## src/hw/rtl/mie_pkg.sv

```systemverilog
// ----------------------------------------------------------------------------
// mie_pkg: shared types and constants for the modular inverse block
// Operand widths, sequencer states and the step unit's interface structs.
// ----------------------------------------------------------------------------
package mie_pkg;

  // Operand and field width (datapath intermediates are 32 bits unsigned, operands use 31)
  localparam int unsigned OPW = 31;
  localparam int unsigned CNT_W = $clog2(OPW);

  // Last bit index of one division pass
  localparam logic [CNT_W-1:0] STEP_LAST = CNT_W'(OPW - 1);

  // Modulus after reset
  localparam logic [OPW-1:0] MOD_RESET = OPW'(256);

  // Sequencer states
  typedef enum logic [2:0] {
    S_IDLE = 3'b001,
    S_TEST = 3'b010,
    S_DIV  = 3'b100
  } state_t;

  // One bit step of division plus modular Horner accumulation
  typedef struct packed {
    logic [OPW-1:0] rem;      // partial remainder
    logic           dbit;     // next dividend bit, MSB first
    logic [OPW-1:0] divisor;  // current r1
    logic [OPW-1:0] acc;      // running (q * t1) mod m
    logic [OPW-1:0] t1;       // current coefficient
    logic [OPW-1:0] modulus;  // m
  } step_in_t;

  typedef struct packed {
    logic [OPW-1:0] rem;
    logic [OPW-1:0] acc;
    logic           qbit;
  } step_out_t;

endpackage

```

## src/hw/rtl/mie_step.sv

```systemverilog
// ----------------------------------------------------------------------------
// mie_step: one bit step of the shared divide / modular multiply unit
// Restoring division yields quotient bits MSB first; each bit feeds a Horner
// step of (q * t1) mod m, so the quotient is never stored.
// ----------------------------------------------------------------------------
module mie_step (
  input  mie_pkg::step_in_t  si,
  output mie_pkg::step_out_t so
);
  import mie_pkg::*;

  logic [OPW:0] trial;
  logic [OPW:0] div_ext;
  logic         take;
  logic [OPW:0] rem_sub;
  logic [OPW:0] mod_ext;
  logic [OPW:0] dbl;
  logic [OPW:0] s1;
  logic [OPW:0] s2;
  logic [OPW:0] s3;

  // Trial subtract of the divisor from the shifted remainder
  assign trial   = {si.rem, si.dbit};
  assign div_ext = {1'b0, si.divisor};
  assign take    = (trial >= div_ext);
  assign rem_sub = take ? (trial - div_ext) : trial;

  // Double the accumulator, then add t1 when the quotient bit is set
  assign mod_ext = {1'b0, si.modulus};
  assign dbl     = {si.acc, 1'b0};
  assign s1      = (dbl >= mod_ext) ? (dbl - mod_ext) : dbl;
  assign s2      = s1 + (take ? {1'b0, si.t1} : '0);
  assign s3      = (s2 >= mod_ext) ? (s2 - mod_ext) : s2;

  assign so.rem  = rem_sub[OPW-1:0];
  assign so.acc  = s3[OPW-1:0];
  assign so.qbit = take;

endmodule

```

## src/hw/rtl/modular_inverse_euclid.sv

```systemverilog
// ----------------------------------------------------------------------------
// modular_inverse_euclid: modular inverse by the extended Euclidean algorithm
// Reports gcd(value, modulus), an inverse-exists flag and the inverse.
// ----------------------------------------------------------------------------
//  channel | ports                                        | handshake
//  --------+----------------------------------------------+-------------------
//  input   | in_value                                     | start & !busy
//  result  | out_inverse, out_has_inverse, out_gcd        | out_valid strobe
//  config  | cfg_wdata (modulus)                          | cfg_we
//
// Each Euclid step is a visit to the test state plus one division pass through
// the shared step unit (quotient bit and modular multiply-accumulate per
// cycle); the last pass cycle retires the step. A final visit to the test
// state ends the run, and the result strobes in the cycle after it.
// Reset (rst_n low, synchronous) returns to idle and sets modulus to 256.
// busy is high from acceptance until the result strobe; the receiver cannot
// stall, so each result is shown for exactly one cycle.
// ----------------------------------------------------------------------------
module modular_inverse_euclid (
  input  logic                     clk,
  input  logic                     rst_n,
  input  logic                     start,
  output logic                     busy,
  input  logic [mie_pkg::OPW-1:0]  in_value,
  output logic                     out_valid,
  output logic [mie_pkg::OPW-1:0]  out_inverse,
  output logic                     out_has_inverse,
  output logic [mie_pkg::OPW-1:0]  out_gcd,
  input  logic                     cfg_we,
  input  logic [mie_pkg::OPW-1:0]  cfg_wdata
);
  import mie_pkg::*;

  state_t           state_r, state_nxt;
  logic [OPW-1:0]   modulus_r;
  logic [OPW-1:0]   r0_r, r0_nxt;
  logic [OPW-1:0]   r1_r, r1_nxt;
  logic [OPW-1:0]   t0_r, t0_nxt;
  logic [OPW-1:0]   t1_r, t1_nxt;
  logic [OPW-1:0]   rem_r, rem_nxt;
  logic [OPW-1:0]   dvd_r, dvd_nxt;
  logic [OPW-1:0]   acc_r, acc_nxt;
  logic [CNT_W-1:0] cnt_r, cnt_nxt;
  logic             out_valid_r, out_valid_nxt;
  logic [OPW-1:0]   out_inverse_r, out_inverse_nxt;
  logic             out_has_r, out_has_nxt;
  logic [OPW-1:0]   out_gcd_r, out_gcd_nxt;

  logic             m_ge2;
  logic             has;
  logic [OPW:0]     diff;
  logic [OPW-1:0]   t2;
  step_in_t         si;
  step_out_t        so;

  assign m_ge2 = |modulus_r[OPW-1:1];

  // Shared step unit
  assign si.rem     = rem_r;
  assign si.dbit    = dvd_r[OPW-1];
  assign si.divisor = r1_r;
  assign si.acc     = acc_r;
  assign si.t1      = t1_r;
  assign si.modulus = modulus_r;

  mie_step u_step (
    .si (si),
    .so (so)
  );

  // Next coefficient: t0 - (q * t1 mod m), wrapped into 0..m-1
  assign diff = {1'b0, t0_r} - {1'b0, acc_r};
  assign t2   = diff[OPW] ? (diff[OPW-1:0] + modulus_r) : diff[OPW-1:0];

  assign has  = (r0_r == OPW'(1)) && (modulus_r != '0);

  // Sequencer
  always_comb begin
    state_nxt       = state_r;
    r0_nxt          = r0_r;
    r1_nxt          = r1_r;
    t0_nxt          = t0_r;
    t1_nxt          = t1_r;
    rem_nxt         = rem_r;
    dvd_nxt         = dvd_r;
    acc_nxt         = acc_r;
    cnt_nxt         = cnt_r;
    out_valid_nxt   = 1'b0;
    out_inverse_nxt = out_inverse_r;
    out_has_nxt     = out_has_r;
    out_gcd_nxt     = out_gcd_r;
    unique case (state_r)
      S_IDLE: begin
        // Load the remainder and coefficient pairs
        if (start) begin
          r0_nxt    = modulus_r;
          r1_nxt    = in_value;
          t0_nxt    = '0;
          t1_nxt    = m_ge2 ? OPW'(1) : '0;
          state_nxt = S_TEST;
        end
      end
      S_TEST: begin
        if (r1_r == '0) begin
          // Finish: report gcd and the coefficient
          out_valid_nxt   = 1'b1;
          out_gcd_nxt     = r0_r;
          out_has_nxt     = has;
          out_inverse_nxt = has ? t0_r : '0;
          state_nxt       = S_IDLE;
        end else begin
          // Start a division pass of r0 by r1
          rem_nxt   = '0;
          dvd_nxt   = r0_r;
          acc_nxt   = '0;
          cnt_nxt   = '0;
          state_nxt = S_DIV;
        end
      end
      S_DIV: begin
        // Advance one quotient bit
        rem_nxt = so.rem;
        acc_nxt = so.acc;
        dvd_nxt = {dvd_r[OPW-2:0], 1'b0};
        cnt_nxt = cnt_r + CNT_W'(1);
        if (cnt_r == STEP_LAST) begin
          // Retire the Euclid step using this cycle's results
          r0_nxt    = r1_r;
          r1_nxt    = so.rem;
          t0_nxt    = t1_r;
          state_nxt = S_TEST;
        end
      end
      default: begin
        state_nxt = S_IDLE;
      end
    endcase
  end

  // The retire step needs the final acc, so compute t1 from the unit output
  logic [OPW:0]   diff_last;
  logic [OPW-1:0] t2_last;
  assign diff_last = {1'b0, t0_r} - {1'b0, so.acc};
  assign t2_last   = diff_last[OPW] ? (diff_last[OPW-1:0] + modulus_r)
                                    : diff_last[OPW-1:0];

  // Control registers
  always_ff @(posedge clk) begin
    if (!rst_n) begin
      state_r     <= S_IDLE;
      out_valid_r <= 1'b0;
      modulus_r   <= MOD_RESET;
    end else begin
      state_r     <= state_nxt;
      out_valid_r <= out_valid_nxt;
      if (cfg_we) begin
        modulus_r <= cfg_wdata;
      end
    end
  end

  // Datapath registers
  always_ff @(posedge clk) begin
    r0_r          <= r0_nxt;
    r1_r          <= r1_nxt;
    t0_r          <= t0_nxt;
    if (state_r == S_DIV && cnt_r == STEP_LAST) begin
      t1_r <= m_ge2 ? t2_last : '0;
    end else begin
      t1_r <= t1_nxt;
    end
    rem_r         <= rem_nxt;
    dvd_r         <= dvd_nxt;
    acc_r         <= acc_nxt;
    cnt_r         <= cnt_nxt;
    out_inverse_r <= out_inverse_nxt;
    out_has_r     <= out_has_nxt;
    out_gcd_r     <= out_gcd_nxt;
  end

  assign busy            = (state_r != S_IDLE);
  assign out_valid       = out_valid_r;
  assign out_inverse     = out_inverse_r;
  assign out_has_inverse = out_has_r;
  assign out_gcd         = out_gcd_r;

  // Difference against the registered accumulator, kept for checking
  logic t2_in_range;
  assign t2_in_range = !m_ge2 || (t2 < modulus_r);

  // An inverse is only reported with gcd one
  a_has_gcd_one: assert property (@(posedge clk) disable iff (!rst_n)
    out_valid |-> (!out_has_inverse || out_gcd == OPW'(1)))
    else $error("inverse flagged without unit gcd");

  // Partial remainder stays below the divisor during a pass
  a_rem_below: assert property (@(posedge clk) disable iff (!rst_n)
    (state_r == S_DIV) |-> (rem_r < r1_r))
    else $error("partial remainder not reduced");

  // Accumulator and coefficients stay reduced modulo m
  a_acc_reduced: assert property (@(posedge clk) disable iff (!rst_n)
    (state_r == S_DIV && m_ge2) |-> (acc_r < modulus_r && t2_in_range))
    else $error("modular accumulator out of range");

  a_coef_reduced: assert property (@(posedge clk) disable iff (!rst_n)
    (state_r == S_TEST && m_ge2) |-> (t1_r < modulus_r && t0_r < modulus_r))
    else $error("coefficient out of range");

  // An accepted item makes the block busy next cycle
  a_accept_busy: assert property (@(posedge clk) disable iff (!rst_n)
    (start && !busy) |=> busy)
    else $error("accepted item did not raise busy");

  // Result strobe lasts one cycle
  a_strobe_single: assert property (@(posedge clk) disable iff (!rst_n)
    out_valid |=> !out_valid)
    else $error("result strobe held longer than one cycle");

endmodule

```

## config.mk

```make
export PLATFORM = sky130hd
export DESIGN_NAME = modular_inverse_euclid
export DESIGN_NICKNAME = d
export VERILOG_FILES = /design/src/hw/rtl/mie_pkg.sv /design/src/hw/rtl/mie_step.sv /design/src/hw/rtl/modular_inverse_euclid.sv
export SDC_FILE = /design/constraint.sdc
export NUM_CORES = 1
export LEC_CHECK = 0
export BUFFER_PORTS_ARGS = -buffer_cell sky130_fd_sc_hd__buf_4
export CORE_MARGIN = 2
export CORE_UTILIZATION = 55
export DETAILED_ROUTE_END_ITERATION = 12
export PLACE_DENSITY_LB_ADDON = 0.12
export SETUP_SLACK_MARGIN = 0.3
export SLEW_MARGIN = 20
export SYNTH_ARGS = -nofsm -noshare
export SYNTH_HDL_FRONTEND = slang
export SYNTH_HIERARCHICAL = 1
export SYNTH_SLANG_ARGS = --single-unit
```

## constraint.sdc

```tcl
create_clock -name clk -period 34.6 [get_ports clk]
set_clock_uncertainty 0.1 [all_clocks]
set_input_delay 5.19 -clock clk [delete_from_list [all_inputs] [get_ports clk]]
set_output_delay 5.19 -clock clk [all_outputs]
set_load 0.05 [all_outputs]
```

Word level (Yosys, flattened, before mapping)
Index checks and enable logic that the tools add are counted.

operators by class
  muxes and demuxes = 31
  reduce and logical (&&, ||, !) cells = 15
  $lt $le $gt $ge = 3
  add/sub/neg operators = 7
  equality and inequality tests = 9

operator list
  cell                 count
  $mux 31              16
  $pmux 31 s2          6
  $ge 32x31->1         3
  $sub 31x31->31       2
  $add 32x31->32       1
  $mux 32              1
  $sub 31x31->32       1
  $sub 32x31->32       1
  $add 31x31->31       1
  $eq 31x1->1 const B  1
  $logic_not 31->1     1
  $reduce_bool 31->1   1
  $reduce_or 30->1     1
  $pmux 5 s2           1
  $reduce_and 2->1     5
  $mux 3               3
  $pmux 3 s3           1
  $reduce_bool 2->1    4
  $ne 2x2->1 const B   3
  $add 5x1->5 const B  1
  $eq 5x5->1 const B   1
  $mux 5               1
  $eq 3x1->1 const B   1
  $eq 3x2->1 const B   1
  other kinds (5)      7

storage, ports and cells
  register bits = 320
  input bits = 66
  logic and storage cells = 79
  output and inout port bits = 65

Logic depth before layout (Yosys ltp)
  word-level depth = 10
  mapped depth = 60

Modules after synthesis
Netlist, hierarchy kept.

by module, submodules not included
  module                  times used  seq. area each (um2)  area an instance (um2)  cells each
  modular_inverse_euclid  1           9,258.9               15,782.6                1,399
  mie_step                1           0.0                   7,634.8                 1,096

Worst setup path before layout
OpenSTA, ideal clock, no wires.

  kind = register -> register
  start point = reg dvd_r[30]
  end point = reg t1_r[30], data pin
  cell stages (with the launch flop) = 59
  clock period less this slack = 11.927 ns
  arrival = 11.570 ns
  path slack = 22.673 ns
  required time = 34.243 ns
  cells stage by stage = edfxtp_1 > inv_1 > ha_1 > fa_1 > nand2b_1 > a21oi_1 > o211ai_1 > a31oi_1 > a41oi_2 > a2111oi_0 > or2_2 > a211oi_1 > inv_1 > buf_2 > buf_2 > and2_1 > ha_1 > fa_1 > (+23 left out) > o21ai_1 > a21oi_1 > o22a_1 > a221o_1 > a21oi_1 > xnor2_1 > ha_1 > clkbuf_1 > a21oi_1 > o21bai_1 > a21o_1 > a22oi_1 > a21oi_1 > o211a_1 > or4_1 > o31ai_1 > xnor2_1 > nor2_1

RTL lines
  element                 line                           source
  start, declared         modular_inverse_euclid.sv:41   logic [OPW-1:0] dvd_r, dvd_nxt;
  start signal, assigned  modular_inverse_euclid.sv:173  dvd_r <= dvd_nxt;
  end signal, assigned    modular_inverse_euclid.sv:168  t1_r <= m_ge2 ? t2_last : '0;
  end signal, assigned    modular_inverse_euclid.sv:170  t1_r <= t1_nxt;
  end, declared           modular_inverse_euclid.sv:39   logic [OPW-1:0] t1_r, t1_nxt;

==> metrics.md <==
| Metric | Value |
|---|---|
| TritonCTS buffer count | 38 |
| Gr usage total | 0.2972 |
| Antenna violations before repair | 1 |
| Final count of negative-setup-slack endpoints | 0 |
| Starting Density | 0.5581 |
| Startpoint types | register |
| # nets final | 2,858 |
| Mapped Cells | 2,494 |
| # rows | 75 |
| End of the critical path | t1_r[30] |
| WS Path Type | reg -> reg |
| Hold_buf cts | 0 |
| Largest delay share family, worst path | compound AO/OA/AOI/OAI gates |
| CTS Buffer Depth | 3 |
| # resized after CTS | 0 |
| Worst-path clk slew | 0.06 ns |
| Slew @ Worst Pin | between 1 and 1.5 ns |
| R2R setup slack | 20.70 ns |
| Syn avg cell area | approximately 9.4 um2 |
| Core area | 0.04195 mm2 |
| Via density | 6.059 |
| WP buf/inv | 4 |
| Total of max-cap violations | 0 |
| CP required | 34.80 ns |
| First-pass GRT wire length | a little over 100 mm |
| FMAX | 0.07193 GHz |
| Critical path endpoint category | register |
| Type of the worst min-delay path | reg -> reg |
| Detailed placer's ending HPWL | slightly below 50 mm |
| CP startpoint | dvd_r[30] |
| Vias | ~19,000 |
| Post-route antenna net violation count | 0 |
| Crit-path most repeated cell | o211ai_1 |
| GP Congestion | 0.9677 |
| N_diodes | 0 |
| Netlist Area Pre-Place | 0.02341 mm2 |
| Status | finished, final reports clean |
| Initial DRT Pass Iterations | 7 |
| IO Pins | 131 |
| Largest net degree at the start of global routing | 99 |
| Crit-path max FO | 31 |
| Reg2reg end | t1_r[30] |
| Yosys Warn Count | 6 |
| Die W | approximately 210 um |
| Mapped Nets | 2,758 |
| TritonCTS Sinks | 320 |
| Routed WL | 65.97 mm |
| Tmin final | 13.90 ns |
| Die height | 210.3 um |
| Delay of the slowest critical-path stage | 0.51 ns |
| Drc violations | 0 |
| Vias in the first global route | 18,470 |
| Hold Vio Cnt, Final | 0 |
| RSZ-0062 raised after global routing | no |
| IO Port Bufs | between 100 and 150 |
| Area Growth Syn to Fin | 11.33% |
| Setup TNS | 0 ns |
| Initial DRC count | 1,650 |
| CTS tree | done |
| Number of cells on the worst reg-to-reg path | 54 |
| Fraction of layout cells with a size suffix above 1 | 0.1087 |
| Clk Latency, worst-skew pair | 0.57 ns |
| Final period util | 0.4018 |
| Root Driver | clkbuf_16 |
| Htree depth | 2 |
| RR Startpoint | dvd_r[30] |
| Die area | between 0.04 and 0.05 mm2 |
| Total stage count of the critical path | 54 |
| Post-CTS Setup Bufs | 0 |
| Relative slew slack | 0.2961 |
| Routed len/inst | 20.86 um |
| Gr ovfl total | 0 |
| CP arrival | 14.11 ns |
| Fin. max-slew vios | 0 |
| Crit-path slowest cell | buf_4 |
==> placed cells by master, fill, tap and decap left out, drive strengths merged, types with 10 or more instances in the layout <==
cell type	instances
nand2	299
edfxtp	285
nor2	195
ha	192
a21oi	176
buf	147
inv	145
o21ai	111
a21o	104
xnor2	101
and3	84
and2	72
xor2	57
nor2b	51
mux2i	46
clkbuf	46
mux2	42
nor3	40
dfxtp	35
nand3	29
nor4	28
o21a	28
nand2b	27
o21bai	27
nand4	24
a31oi	23
o211ai	21
a211oi	21
clkinv	14
o31ai	13
or3	12
or2	10
==> flip-flops by register name (all words and copies together) (netlist names) <==
name             cells
acc_r               31
cnt_r                5
dvd_r               31
modulus_r           31
out_gcd             31
out_has_inverse      1
out_inverse         31
out_valid            1
r0_r                31
r1_r                31
rem_r               31
state_r              3
t0_r                31
t1_r                31
==> metal layers <==
layer	part of all wire	vias to the layer above	wire, um	global-route usage
li1	-	9242	-	-
met4	0.040	0	2642	0.1130
met2	0.47	604	30830	0.4923
met5	0	-	0	0
met3	0.065	136	4290	0.04589
met1	0.43	9178	28210	0.3942
==> how the worst min path moves through the flow <==
stage	end	depth (start not counted)	slack (ns)	start
finish	out_gcd[8]	0	0.40	r0_r[8]
CTS	out_gcd[4]	0	0.39	r0_r[4]
global placement	out_gcd[1]	0	0.37	r0_r[1]
detailed placement	out_gcd[4]	0	0.38	r0_r[4]
global route	out_gcd[20]	0	0.41	r0_r[20]
floorplan	out_gcd[0]	0	0.33	r0_r[0]
==> stage by stage <==
step / setup slack (ns) / area (um2) / hold slack [ns] / std cells / util
2_1_floorplan: 22.67 / 23410 / 0.3325 / 2494 / -
6_report: 20.70 / 26060 / 0.3975 / 3162 / 0.6213
4_1_cts: 20.89 / 26060 / 0.3935 / 3162 / 0.6213
3_5_place_dp: 20.92 / 24870 / 0.3795 / 3093 / 0.5929
3_3_place_gp: 21.44 / 24870 / 0.3678 / 3093 / 0.5929
5_1_grt: 19.80 / 26060 / 0.4123 / 3162 / 0.6213
==> area by class of cell <==
class,instances,area [um2]
Fill cell,3586,15880
Multi-Input combinational cell,1944,13300
Sequential cell,320,9260
Timing Repair Buffer,147,1104
Clock buffer,46,1001
Tap cell,539,674.4
Inverter,143,536.8
Clock inverter,23,191.4
Power is not shown: default switching activity piles up to over one toggle a cycle in this logic, so the estimate is an artifact.
